## config.mk

```make
export PLATFORM = sky130hd
export DESIGN_NAME = checksum_frame_receiver
export DESIGN_NICKNAME = d
export VERILOG_FILES = /design/src/sv/cfr_pkg.sv /design/src/sv/cfr_ram.sv /design/src/sv/cfr_engine.sv /design/src/sv/checksum_frame_receiver.sv
export VERILOG_INCLUDE_DIRS = /design/src /design/src/sv
export SDC_FILE = /design/constraint.sdc
export NUM_CORES = 1
export LEC_CHECK = 0
export BUFFER_PORTS_ARGS = -buffer_cell sky130_fd_sc_hd__buf_2
export CAP_MARGIN = 20
export CELL_PAD_IN_SITES_DETAIL_PLACEMENT = 1
export CELL_PAD_IN_SITES_GLOBAL_PLACEMENT = 1
export CORE_MARGIN = 3
export CORE_UTILIZATION = 45
export CTS_CLUSTER_DIAMETER = 120
export DETAILED_ROUTE_END_ITERATION = 8
export GPL_TIMING_DRIVEN = 0
export PLACE_DENSITY_LB_ADDON = 0.3
export SLEW_MARGIN = 30
export SYNTH_ARGS = -nofsm -noshare
export SYNTH_HDL_FRONTEND = slang
export SYNTH_SLANG_ARGS = --single-unit
```

## constraint.sdc

```tcl
create_clock -name clk -period 5 [get_ports clk]
set_clock_uncertainty 0.1 [all_clocks]
set_input_delay 0.75 -clock clk [delete_from_list [all_inputs] [get_ports clk]]
set_output_delay 0.75 -clock clk [all_outputs]
set_load 0.03 [all_outputs]
```

## src/sv/checksum_frame_receiver_defines.svh

```systemverilog
// ----------------------------------------------------------------------------
// checksum_frame_receiver_defines
// Assertion macros for the checksum frame receiver; empty under synthesis.
// ----------------------------------------------------------------------------
`ifndef CHECKSUM_FRAME_RECEIVER_DEFINES_SVH
`define CHECKSUM_FRAME_RECEIVER_DEFINES_SVH
`ifndef SYNTHESIS
`define CFR_ASSERT(lbl, ck, rn, prop, msg) \
	lbl: assert property (@(posedge ck) disable iff (!rn) prop) else $error(msg);
`define CFR_ASSERT_IMPLY(lbl, ck, rn, ante, cons, msg) \
	`CFR_ASSERT(lbl, ck, rn, (ante) |-> (cons), msg)
`define CFR_ASSERT_NEXT(lbl, ck, rn, ante, cons, msg) \
	`CFR_ASSERT(lbl, ck, rn, (ante) |=> (cons), msg)
`else
`define CFR_ASSERT(lbl, ck, rn, prop, msg)
`define CFR_ASSERT_IMPLY(lbl, ck, rn, ante, cons, msg)
`define CFR_ASSERT_NEXT(lbl, ck, rn, ante, cons, msg)
`endif
`endif

```

## src/sv/cfr_pkg.sv

```systemverilog
// ----------------------------------------------------------------------------
// cfr_pkg
// Shared types and constants of the checksum frame receiver.
// ----------------------------------------------------------------------------
package cfr_pkg;

	localparam int BYTE_W  = 8;
	localparam int COUNT_W = 6;
	localparam int LIMIT_W = 6;
	localparam int INDEX_W = 5;
	localparam int SUM_W   = 16;
	localparam int ADDR_W  = 3;
	localparam int DATA_W  = 32;

	localparam logic [BYTE_W-1:0]  START_CHAR  = 8'h23;
	localparam logic [LIMIT_W-1:0] LIMIT_RESET = 6'd32;

	// register index taken from paddr[2]
	localparam logic REG_PAYLOAD_LIMIT = 1'b0;

	typedef enum logic [1:0] {
		STATUS_GOOD,
		STATUS_MISMATCH,
		STATUS_OVER_LIMIT
	} status_t;

	typedef struct packed {
		status_t             status;
		logic [BYTE_W-1:0]   device_id;
		logic [BYTE_W-1:0]   module_id;
		logic [BYTE_W-1:0]   payload_length;
		logic [INDEX_W-1:0]  byte_index;
		logic [BYTE_W-1:0]   payload_byte;
		logic                has_data;
		logic                last;
	} res_t;

endpackage

```

## src/sv/cfr_ram.sv

```systemverilog
// ----------------------------------------------------------------------------
// cfr_ram
// Generic single-port-write, single-port-read RAM with registered read.
// ----------------------------------------------------------------------------
module cfr_ram #(
	parameter int WIDTH  = 8,
	parameter int DEPTH  = 32,
	parameter int ADDR_W = (DEPTH > 1) ? $clog2(DEPTH) : 1
) (
	input  logic              clk,
	input  logic              wr_en,
	input  logic [ADDR_W-1:0] wr_addr,
	input  logic [WIDTH-1:0]  wr_data,
	input  logic              rd_en,
	input  logic [ADDR_W-1:0] rd_addr,
	output logic [WIDTH-1:0]  rd_data
);

	logic [WIDTH-1:0] mem_q [DEPTH];

	always_ff @(posedge clk) begin
		if (wr_en) begin
			mem_q[wr_addr] <= wr_data;
		end
		if (rd_en) begin
			rd_data <= mem_q[rd_addr];
		end
	end

endmodule

```

## src/sv/cfr_engine.sv

```systemverilog
// ----------------------------------------------------------------------------
// cfr_engine
// Frame parser with checksum, payload buffer and result drain sequencer.
// ----------------------------------------------------------------------------
module cfr_engine #(
	parameter int MAX_PAYLOAD = 32
) (
	input  logic                         clk,
	input  logic                         arst_n,
	input  logic [cfr_pkg::LIMIT_W-1:0]  limit,
	input  logic                         in_valid,
	output logic                         in_ready,
	input  logic [cfr_pkg::BYTE_W-1:0]   in_byte,
	output logic                         out_valid,
	input  logic                         out_ready,
	output cfr_pkg::res_t                out_res
);

	localparam int AW = (MAX_PAYLOAD > 1) ? $clog2(MAX_PAYLOAD) : 1;
	localparam logic [6:0] LIMIT_CAP = 7'(MAX_PAYLOAD);

	typedef enum logic [3:0] {
		PH_IDLE,
		PH_DEVICE,
		PH_MODULE,
		PH_SIZE,
		PH_DATA,
		PH_CSHIGH,
		PH_CSLOW,
		PH_DRAIN_RD,
		PH_DRAIN_WAIT
	} phase_t;

	phase_t                          phase_q;
	logic [cfr_pkg::BYTE_W-1:0]      device_q;
	logic [cfr_pkg::BYTE_W-1:0]      module_q;
	logic [cfr_pkg::BYTE_W-1:0]      size_q;
	logic [cfr_pkg::COUNT_W-1:0]     count_q;
	logic [cfr_pkg::SUM_W-1:0]       sum_q;
	logic [cfr_pkg::BYTE_W-1:0]      high_q;
	logic                            out_valid_q;
	cfr_pkg::res_t                   out_res_q;

	logic                            take;
	logic                            out_free;
	logic                            is_start;
	logic [6:0]                      limit_eff;
	logic [cfr_pkg::COUNT_W-1:0]     count_next;
	logic [cfr_pkg::SUM_W-1:0]       sum_next;
	logic                            wr_en;
	logic                            rd_en;
	logic [cfr_pkg::BYTE_W-1:0]      rd_data;

	always_comb begin
		out_free   = !out_valid_q || out_ready;
		in_ready   = (phase_q != PH_DRAIN_RD) && (phase_q != PH_DRAIN_WAIT) && out_free;
		take       = in_valid && in_ready;
		is_start   = (in_byte == cfr_pkg::START_CHAR);
		limit_eff  = (7'(limit) > LIMIT_CAP) ? LIMIT_CAP : 7'(limit);
		count_next = count_q + 1'b1;
		sum_next   = sum_q + cfr_pkg::SUM_W'(in_byte);
		wr_en      = take && !is_start && (phase_q == PH_DATA);
		rd_en      = (phase_q == PH_DRAIN_RD);
	end

	cfr_ram #(
		.WIDTH (cfr_pkg::BYTE_W),
		.DEPTH (MAX_PAYLOAD)
	) u_store (
		.clk     (clk),
		.wr_en   (wr_en),
		.wr_addr (count_q[AW-1:0]),
		.wr_data (in_byte),
		.rd_en   (rd_en),
		.rd_addr (count_q[AW-1:0]),
		.rd_data (rd_data)
	);

	always_ff @(posedge clk or negedge arst_n) begin
		if (!arst_n) begin
			phase_q     <= PH_IDLE;
			device_q    <= '0;
			module_q    <= '0;
			size_q      <= '0;
			count_q     <= '0;
			sum_q       <= '0;
			high_q      <= '0;
			out_valid_q <= 1'b0;
			out_res_q   <= '0;
		end else begin
			if (out_valid_q && out_ready) begin
				out_valid_q <= 1'b0;
			end
			if (take && is_start) begin
				phase_q <= PH_DEVICE;
				count_q <= '0;
				sum_q   <= '0;
			end else begin
				unique case (phase_q)
					PH_IDLE: begin
					end
					PH_DEVICE: begin
						if (take) begin
							device_q <= in_byte;
							sum_q    <= sum_next;
							phase_q  <= PH_MODULE;
						end
					end
					PH_MODULE: begin
						if (take) begin
							module_q <= in_byte;
							sum_q    <= sum_next;
							phase_q  <= PH_SIZE;
						end
					end
					PH_SIZE: begin
						if (take) begin
							size_q  <= in_byte;
							sum_q   <= sum_next;
							count_q <= '0;
							if (in_byte > 8'(limit_eff)) begin
								out_valid_q <= 1'b1;
								out_res_q   <= '{status: cfr_pkg::STATUS_OVER_LIMIT,
									device_id: device_q, module_id: module_q,
									payload_length: in_byte, byte_index: '0,
									payload_byte: '0, has_data: 1'b0, last: 1'b1};
								phase_q <= PH_IDLE;
							end else if (in_byte == '0) begin
								phase_q <= PH_CSHIGH;
							end else begin
								phase_q <= PH_DATA;
							end
						end
					end
					PH_DATA: begin
						if (take) begin
							sum_q   <= sum_next;
							count_q <= count_next;
							if (8'(count_next) >= size_q) begin
								phase_q <= PH_CSHIGH;
							end
						end
					end
					PH_CSHIGH: begin
						if (take) begin
							high_q  <= in_byte;
							phase_q <= PH_CSLOW;
						end
					end
					PH_CSLOW: begin
						if (take) begin
							if ({high_q, in_byte} != sum_q) begin
								out_valid_q <= 1'b1;
								out_res_q   <= '{status: cfr_pkg::STATUS_MISMATCH,
									device_id: device_q, module_id: module_q,
									payload_length: size_q, byte_index: '0,
									payload_byte: '0, has_data: 1'b0, last: 1'b1};
								phase_q <= PH_IDLE;
							end else if (size_q == '0) begin
								out_valid_q <= 1'b1;
								out_res_q   <= '{status: cfr_pkg::STATUS_GOOD,
									device_id: device_q, module_id: module_q,
									payload_length: size_q, byte_index: '0,
									payload_byte: '0, has_data: 1'b0, last: 1'b1};
								phase_q <= PH_IDLE;
							end else begin
								count_q <= '0;
								phase_q <= PH_DRAIN_RD;
							end
						end
					end
					PH_DRAIN_RD: begin
						phase_q <= PH_DRAIN_WAIT;
					end
					PH_DRAIN_WAIT: begin
						if (out_free) begin
							out_valid_q <= 1'b1;
							out_res_q   <= '{status: cfr_pkg::STATUS_GOOD,
								device_id: device_q, module_id: module_q,
								payload_length: size_q,
								byte_index: count_q[cfr_pkg::INDEX_W-1:0],
								payload_byte: rd_data, has_data: 1'b1,
								last: (8'(count_next) == size_q)};
							count_q <= count_next;
							phase_q <= (8'(count_next) == size_q) ? PH_IDLE : PH_DRAIN_RD;
						end
					end
					default: begin
						phase_q <= PH_IDLE;
					end
				endcase
			end
		end
	end

	assign out_valid = out_valid_q;
	assign out_res   = out_res_q;

endmodule

```

## src/sv/checksum_frame_receiver.sv

```systemverilog
// ----------------------------------------------------------------------------
// checksum_frame_receiver
// Results: an error or empty-frame result item is registered on the edge that
// takes its byte; a good frame's first payload item goes through a RAM read
// state and a wait state and is registered once the output is free. Parsing
// takes one byte a cycle while the output is free; a good frame then drains one item per RAM read, input held off.
// Reset: arst_n clears the parser to idle and payload_limit to 32 at once.
// ----------------------------------------------------------------------------
`include "checksum_frame_receiver_defines.svh"

module checksum_frame_receiver #(
	parameter int MAX_PAYLOAD = 32
) (
	input  logic                          clk,
	input  logic                          arst_n,
	input  logic                          s_tvalid,
	output logic                          s_tready,
	input  logic [7:0]                    s_tdata,  // [7:0] rx_byte
	output logic                          m_tvalid,
	input  logic                          m_tready,
	// [7:0] device_id, [15:8] module_id, [23:16] payload_length,
	// [28:24] byte_index, [36:29] payload_byte, [39:37] zero
	output logic [39:0]                   m_tdata,
	output logic [2:0]                    m_tuser,  // [1:0] status, [2] has_data
	output logic                          m_tlast,
	input  logic                          psel,
	input  logic                          penable,
	input  logic                          pwrite,
	input  logic [cfr_pkg::ADDR_W-1:0]    paddr,
	input  logic [cfr_pkg::DATA_W-1:0]    pwdata,
	output logic [cfr_pkg::DATA_W-1:0]    prdata,
	output logic                          pready
);

	logic [cfr_pkg::LIMIT_W-1:0] limit_q;
	logic                        cfg_wr;
	cfr_pkg::res_t               res;

	assign pready = 1'b1;
	assign cfg_wr = psel && penable && pwrite && pready
		&& (paddr[2] == cfr_pkg::REG_PAYLOAD_LIMIT);

	always_ff @(posedge clk or negedge arst_n) begin
		if (!arst_n) begin
			limit_q <= cfr_pkg::LIMIT_RESET;
		end else if (cfg_wr) begin
			limit_q <= pwdata[cfr_pkg::LIMIT_W-1:0];
		end
	end

	always_comb begin
		unique case (paddr[2])
			cfr_pkg::REG_PAYLOAD_LIMIT: prdata = cfr_pkg::DATA_W'(limit_q);
			default:                    prdata = '0;
		endcase
	end

	cfr_engine #(
		.MAX_PAYLOAD (MAX_PAYLOAD)
	) u_engine (
		.clk       (clk),
		.arst_n    (arst_n),
		.limit     (limit_q),
		.in_valid  (s_tvalid),
		.in_ready  (s_tready),
		.in_byte   (s_tdata),
		.out_valid (m_tvalid),
		.out_ready (m_tready),
		.out_res   (res)
	);

	assign m_tdata = {3'b000, res.payload_byte, res.byte_index, res.payload_length,
		res.module_id, res.device_id};
	assign m_tuser = {res.has_data, res.status};
	assign m_tlast = res.last;

	`CFR_ASSERT_IMPLY(a_ready_needs_room, clk, arst_n, s_tready, (!m_tvalid || m_tready), "input taken while result blocked")
	`CFR_ASSERT_NEXT(a_start_no_result, clk, arst_n, (s_tvalid && s_tready && (s_tdata == cfr_pkg::START_CHAR)), !$rose(m_tvalid), "start byte produced a result")
	`CFR_ASSERT_IMPLY(a_empty_is_last, clk, arst_n, (m_tvalid && !m_tuser[2]), m_tlast, "dataless result not last")
	`CFR_ASSERT_IMPLY(a_error_no_data, clk, arst_n, (m_tvalid && (m_tuser[1:0] != cfr_pkg::STATUS_GOOD)), !m_tuser[2], "error result carries data")

endmodule

```

## Yosys cells after proc, flatten, opt, wreduce, memory -nomap -nowiden

Memories as Yosys holds them, arrays and structs flattened. A register that Yosys moved wholly into a read port is not among the register bits.
Cells that the tools add are included.

- Bits in registers: 106
- Latch bits: 0
- Memory bits (writable): 256
- Bits in read-only memories: 0
- Bits of input ports: 50
- Output and inout bits: 79
- Memories: 1

- Add/sub/neg operators: 2
- Multipliers: 0
- Divide/modulo/power cells: 0
- $lt $le $gt $ge: 3
- Equality and inequality tests: 29
- Shifts and indexed selects: 0
- Multiplexer cells: 46
- Bitwise logic cells: 2
- Reductions and logical operators: 29

Memories:

| name | words | width | read ports | clocked after Yosys merged registers in | write ports | line | text |
|---|---|---|---|---|---|---|---|
| u_engine.u_store.mem_q | 32 | 8 | 1 | 1 | 1 | cfr_ram.sv:19 | `logic [WIDTH-1:0] mem_q [DEPTH];` |

Operator list:

| cell | number |
|---|---|
| $mux 41 | 6 |
| $pmux 41 s3 | 1 |
| $mux 6 | 9 |
| $mux 16 | 3 |
| $mux 4 | 11 |
| $pmux 4 s9 | 1 |
| $pmux 6 s4 | 1 |
| $ne 3x1->1 const B | 7 |
| $add 16x8->16 | 1 |
| $eq 4x3->1 const B | 4 |
| $logic_not 8->1 | 2 |
| $ne 16x16->1 | 1 |
| $reduce_and 7->1 | 2 |
| $reduce_and 3->1 | 4 |
| $mux 1 | 11 |
| $logic_and 1x1->1 | 10 |
| $ne 2x1->1 const B | 5 |
| $ne 3x2->1 const B | 3 |
| $reduce_and 9->1 | 1 |
| $eq 4x2->1 const B | 2 |
| $eq 6x8->1 | 1 |
| $eq 8x6->1 const B | 1 |
| $ge 6x8->1 | 1 |
| $gt 8x7->1 | 1 |
| 18 further kinds | 22 |

## Depth between registers and ports, before layout

- Word-level depth: 8
- Depth in mapped cells: 12

## Modules after synthesis

Synthesis repeated with hierarchy kept, for this count alone.

- Cell total of the unflattened synthesis: 954
- Area, all modules: 16031.6 µm²

By module, submodules not included:

| module | times used | cells an instance | area each (µm²) |
|---|---|---|---|
| cfr_ram | 1 | 417 | 10133.5 |
| cfr_engine | 1 | 486 | 5370.2 |
| checksum_frame_receiver | 1 | 51 | 528.0 |

## Worst setup path after synthesis

No wires, ideal clock.

- Path kind: register to register
- Start point: register u_engine.count_q[1] (netlist bit)
- End point: register u_engine.phase_q[0]
- Library setup time: 0.134 ns
- Arrival: 2.777 ns
- Data required time: 4.766 ns
- Slack: 1.989 ns
- Stages on the path, launching flop included: 13
- Buffers on the path: 3
- Clock period less this slack: 3.011 ns
- Path through: dfrtp_1 clkbuf_1 buf_1 buf_1 inv_1 ha_1 ha_1 and3_1 a221oi_1 o21ai_0 nand3_1 a21oi_1 o21ai_0

- Word-level cells in the longest chain between the ends: 6
- Elaborated cells on any way between the ends: 9
- Those cells by class: add/sub: 1; order compare: 1; eq/ne: 2; mux: 4; reduce/logical: 1

RTL lines:

| what | line | text |
|---|---|---|
| from (decl) | cfr_engine.sv:38 | `logic [cfr_pkg::COUNT_W-1:0] count_q;` |
| from (signal assigned) | cfr_engine.sv:138 | `count_q <= count_next;` |
| from (signal assigned) | cfr_engine.sv:184 | `count_q <= count_next;` |
| $add 6x1->6 (*) | cfr_engine.sv:60 | `count_next = count_q + 1'b1;` |
| parallel branches: the longest is 5 deep, another holds $ge 6x8->1 | n/a |  |
| to (signal assigned) | cfr_engine.sv:185 | `phase_q <= (8'(count_next) == size_q) ? PH_IDLE : PH_DRAIN_RD;` |
| to (decl) | cfr_engine.sv:34 | `phase_t phase_q;` |

Every way passes the cells marked *. The select of a mux whose other input is x is not followed.
A chain may end at the register's enable or synchronous reset.

## Worst setup path after layout

Same ends and word-level chain as after synthesis.

==> results.txt <==
The logs give 2 for the number of levels the H-tree was split into and 1,015 for the gate count of the mapped netlist. In the synthesized netlist the dominant register cell turns out to be edfxtp_1. The top cell type's share of synthesized area was 0.503; the placed instance count was 1,562.

The first detailed-routing pass ran for 5 iterations. The worst-case IR drop observed on VDD is 0.000246 V. The net count of the finished layout is 1,233.

The detailed router finished its first iteration with 859 violations. Post-CTS repair changed the size of 0 cells. The type of the setup path with the least slack was reg -> reg. The biggest area consumer among synthesized cells is edfxtp_1. TritonCTS built the clock tree. The number of filler instances in the final layout is 3,285, and the mean number of vias per cell is 5.76.

The relative slew slack is 0.371, and the fraction of final layout cells with drive strength greater than 1 is 0.233. The first global-routing pass estimated 62,000 um of wire. The post-cts hold buffer count was 1; the maximum number of buffers from clock root to sink was 3.

The tools report the number of distinct standard cells referenced by the synthesized netlist as 61. Entering global routing, the biggest net connects 76 pins. Setup violations remaining at the end of the flow were counted as 0.

For this run, the number of standard cells in the final layout without fillers is 1,638. After routing, the total negative slack on setup checks comes to 0 ns. The count of antenna diodes in the layout is 0, and the placement-stage cell area is 0.0168 sq mm. The critical path contains buffers and inverters numbering 4 combined. Clock tree synthesis found a total of 370 sinks. Subtracting the final worst setup slack from the clock period gives 4.25 ns.

The buffer cell driving the clock tree root is clkbuf_16. TritonCTS created 40 clock buffers. The number of routed nets with antenna violations is 0.

For the cell leakage power, the log shows 0.00678 uW. The reported max-cap violation count was 0. The critical path goes through clkbuf_1 -> buf_1 -> buf_1 -> inv_1 -> ha_1 -> ha_1 -> and3_1 -> a221oi_1 -> o21ai_0 -> nand3_1 -> a21oi_1 -> o21ai_0. Areal power density over the cells: 375 mW/mm^2. The die is 193 um wide. The final critical-path share of the clock period came out at 0.850. Family of cells with the greatest summed delay on the critical path: buffers and inverters. Ranked by total cell area, the synthesized netlist is headed by edfxtp_1, dfrtp_1, mux4_2, mux2_2, ha_1. In this run the worst hold path is classified as in -> reg.

Dividing the synthesized area by the synthesized cell count gives 15.5 sq um. OpenSTA, run right after detailed placement, puts the worst setup slack at 0.423 ns. At the pin with the least slew margin, the transition time is 0.943 ns. The count of synthesis-stage warnings from yosys is 0, and the endpoint required time on the critical path is 5.29 ns.

Detailed placement ended at an HPWL of 26,600 um. The number of global-route vias before repair is 10,000. The largest individual stage delay along the critical path comes from the cell buf_1. The worst setup path is captured at a register.

The finished cells cover 0.0181 sq mm. Setup repair after global routing left no endpoint under its margin. The routed design has 40,400 um of wire. The number of rows in the core area was 67; the number of buffers inserted to repair setup after CTS was 0.

The type of origin of the critical path was a register. For the cell area after technology mapping, the log shows 0.0158 sq mm. The logs give 6800 uW for the power consumption and 0.223 for the total routing resource utilization after global routing. The final count of hold timing violations was 0; the slack of the critical path was 0.750 ns. The run finished with clean final reports. The tools report the final number of max-transition violations as 0. In the routed design, unresolved DRC markers number 0. Count of input and output buffers: 70. Along the worst path, the maximum fanout reaches 10. The synthesis-stage register bit count was 370. For the final weighted congestion in routability-driven placement, the log shows 0.825.

Data arrives at the worst endpoint at 4.54 ns. Based on the critical path, the design can be clocked at up to 235 MHz. For the overflow left after global routing, the log shows 0. Effective utilization at floorplan: 0.463. The floorplan step defined a core boundary enclosing 0.0340 sq mm.

Leaving out fill and tap cells, the most frequent cell in the layout is edfxtp_1. The layout overhead on the synthesized area is 14.9%. The share of async-settable or async-resettable flops after synthesis is 0.286, and the vertical extent of the die is 193 um. The die covers 0.0373 sq mm. Clock latency on the worst-skew pair, taken at its later pin, is 0.54 ns. The run gives 0 as the number of antenna violations at the first check in global routing. The proportion of synthesized chip area in sequential cells was 0.671; the number of synthesized flops with an enable pin was 264. The final routed wire length divided by cell count is 24.7 um, and the biggest cell delay along the critical path is 0.60 ns. Leaving out fill and tap cells, the most frequent cells in the layout are edfxtp_1, dfrtp_1, buf_2.

The clock-pin slew on the worst setup and hold paths was 0.06 ns. Detailed routing inserted a total of 9,437 vias. During I/O placement, the number of pins put on the boundary was 129.
==> metal layers <==
metal  vias up  wire length (um)  track usage
met5         -                 0            0
met4         0              1020       0.0656
met3        67              2230       0.0358
met2       294             19800        0.365
met1      4945             17400        0.311
li1       4131                 -            -
==> synth_stat cells (6+ instances only) <==
| cell | n |
|---|---|
| edfxtp_1 | 264 |
| dfrtp_1 | 105 |
| nor2_1 | 67 |
| mux4_2 | 64 |
| nand2_1 | 45 |
| o21ai_0 | 44 |
| inv_1 | 34 |
| a22oi_1 | 33 |
| mux2_2 | 33 |
| buf_4 | 31 |
| nand3_1 | 30 |
| a21oi_1 | 25 |
| clkbuf_1 | 25 |
| ha_1 | 24 |
| xnor2_1 | 15 |
| mux2_1 | 13 |
| nand4_1 | 13 |
| nor2b_1 | 12 |
| buf_1 | 11 |
| and3_1 | 9 |
| nor3_1 | 9 |
| a21o_1 | 7 |
| o31ai_1 | 7 |
| xor2_1 | 7 |
| buf_2 | 6 |
| mux2i_1 | 6 |
| or4_1 | 6 |
==> worst paths after layout <==
path,startpoint,cells after the start,to,slack (ns)
max in group asynchronous,arst_n,3,u_engine.out_res[6]$_DFFE_PN0P_,3.55
min reg2reg,u_engine.out_res[33]$_DFFE_PN0P_,1,u_engine.out_res[33]$_DFFE_PN0P_,0.38
max,u_engine.count_q[1]$_DFFE_PN0P_,12,u_engine.phase_q[0]$_DFFE_PN0P_,0.75
min,pwdata[0],2,limit_q[0]$_DFFE_PN0P_,0.34
max reg2reg,u_engine.count_q[1]$_DFFE_PN0P_,12,u_engine.phase_q[0]$_DFFE_PN0P_,0.75
min in group asynchronous,arst_n,2,u_engine.sum_q[5]$_DFFE_PN0P_,0.55
==> metrics by stage <==
| stage | hold slack, ns | utilization |
|---|---|---|
| 2_1_floorplan | 0.344 | - |
| 3_3_place_gp | 0.355 | 0.493 |
| 3_5_place_dp | 0.369 | 0.494 |
| 4_1_cts | 0.326 | 0.531 |
| 5_1_grt | 0.337 | 0.532 |
| 6_report | 0.342 | 0.532 |
==> cells by family (layout without fill, tap and decap cells) <==
logic type,after synthesis,after routing,synth area share
buf+inv,109,256,0.0348
other cells,2,30,0.000476
simple gates,223,223,0.0712
xor+xnor,22,22,0.0122
compound gates,148,148,0.0617
fa+ha+maj,25,25,0.0203
mux,116,116,0.128
flops,370,370,0.671
==> state kept, by name (all words and copies together) (netlist names) <==
| register | count |
|---|---|
| u_engine.u_store.mem_q | 256 |
| u_engine.out_res | 41 |
| u_engine.sum_q | 16 |
| u_engine.device_q | 8 |
| u_engine.high_q | 8 |
| u_engine.module_q | 8 |
| u_engine.size_q | 8 |
| u_engine.u_store.rd_data | 8 |
| limit_q | 6 |
| u_engine.count_q | 6 |
| u_engine.phase_q | 4 |
| u_engine.out_valid | 1 |
==> where the power goes <==
part | leakage [uW] | switching [uW] | internal [uW] | total, uW
Sequential | 0.00381 | 42.3 | 3370 | 3410
Clock | 0.000609 | 1180 | 1650 | 2830
Combinational | 0.00236 | 350 | 206 | 556
Total | 0.00678 | 1570 | 5230 | 6800
==> final cells by class <==
type                            count  area (sq um)  share of cell area
Sequential cell                   370         10600               0.584
Clock buffer                       60          1120              0.0617
Tap cell                          448           561              0.0309
Multi-Input combinational cell    564          4750               0.262
Inverter                           34           128             0.00704
Timing Repair Buffer               73           428              0.0236
Buffer                             75           427              0.0235
Clock inverter                     14           124             0.00684
==> worst reg2reg max path, stage by stage (launching register included) <==
cell	delay, ns
dfrtp_1	0.40
clkbuf_1	0.25
buf_1	0.60
buf_1	0.60
inv_1	0.17
ha_1	0.35
ha_1	0.29
and3_1	0.20
a221oi_1	0.09
o21ai_0	0.55
nand3_1	0.25
a21oi_1	0.18
o21ai_0	0.10
Power figures use the tool's default switching activity.
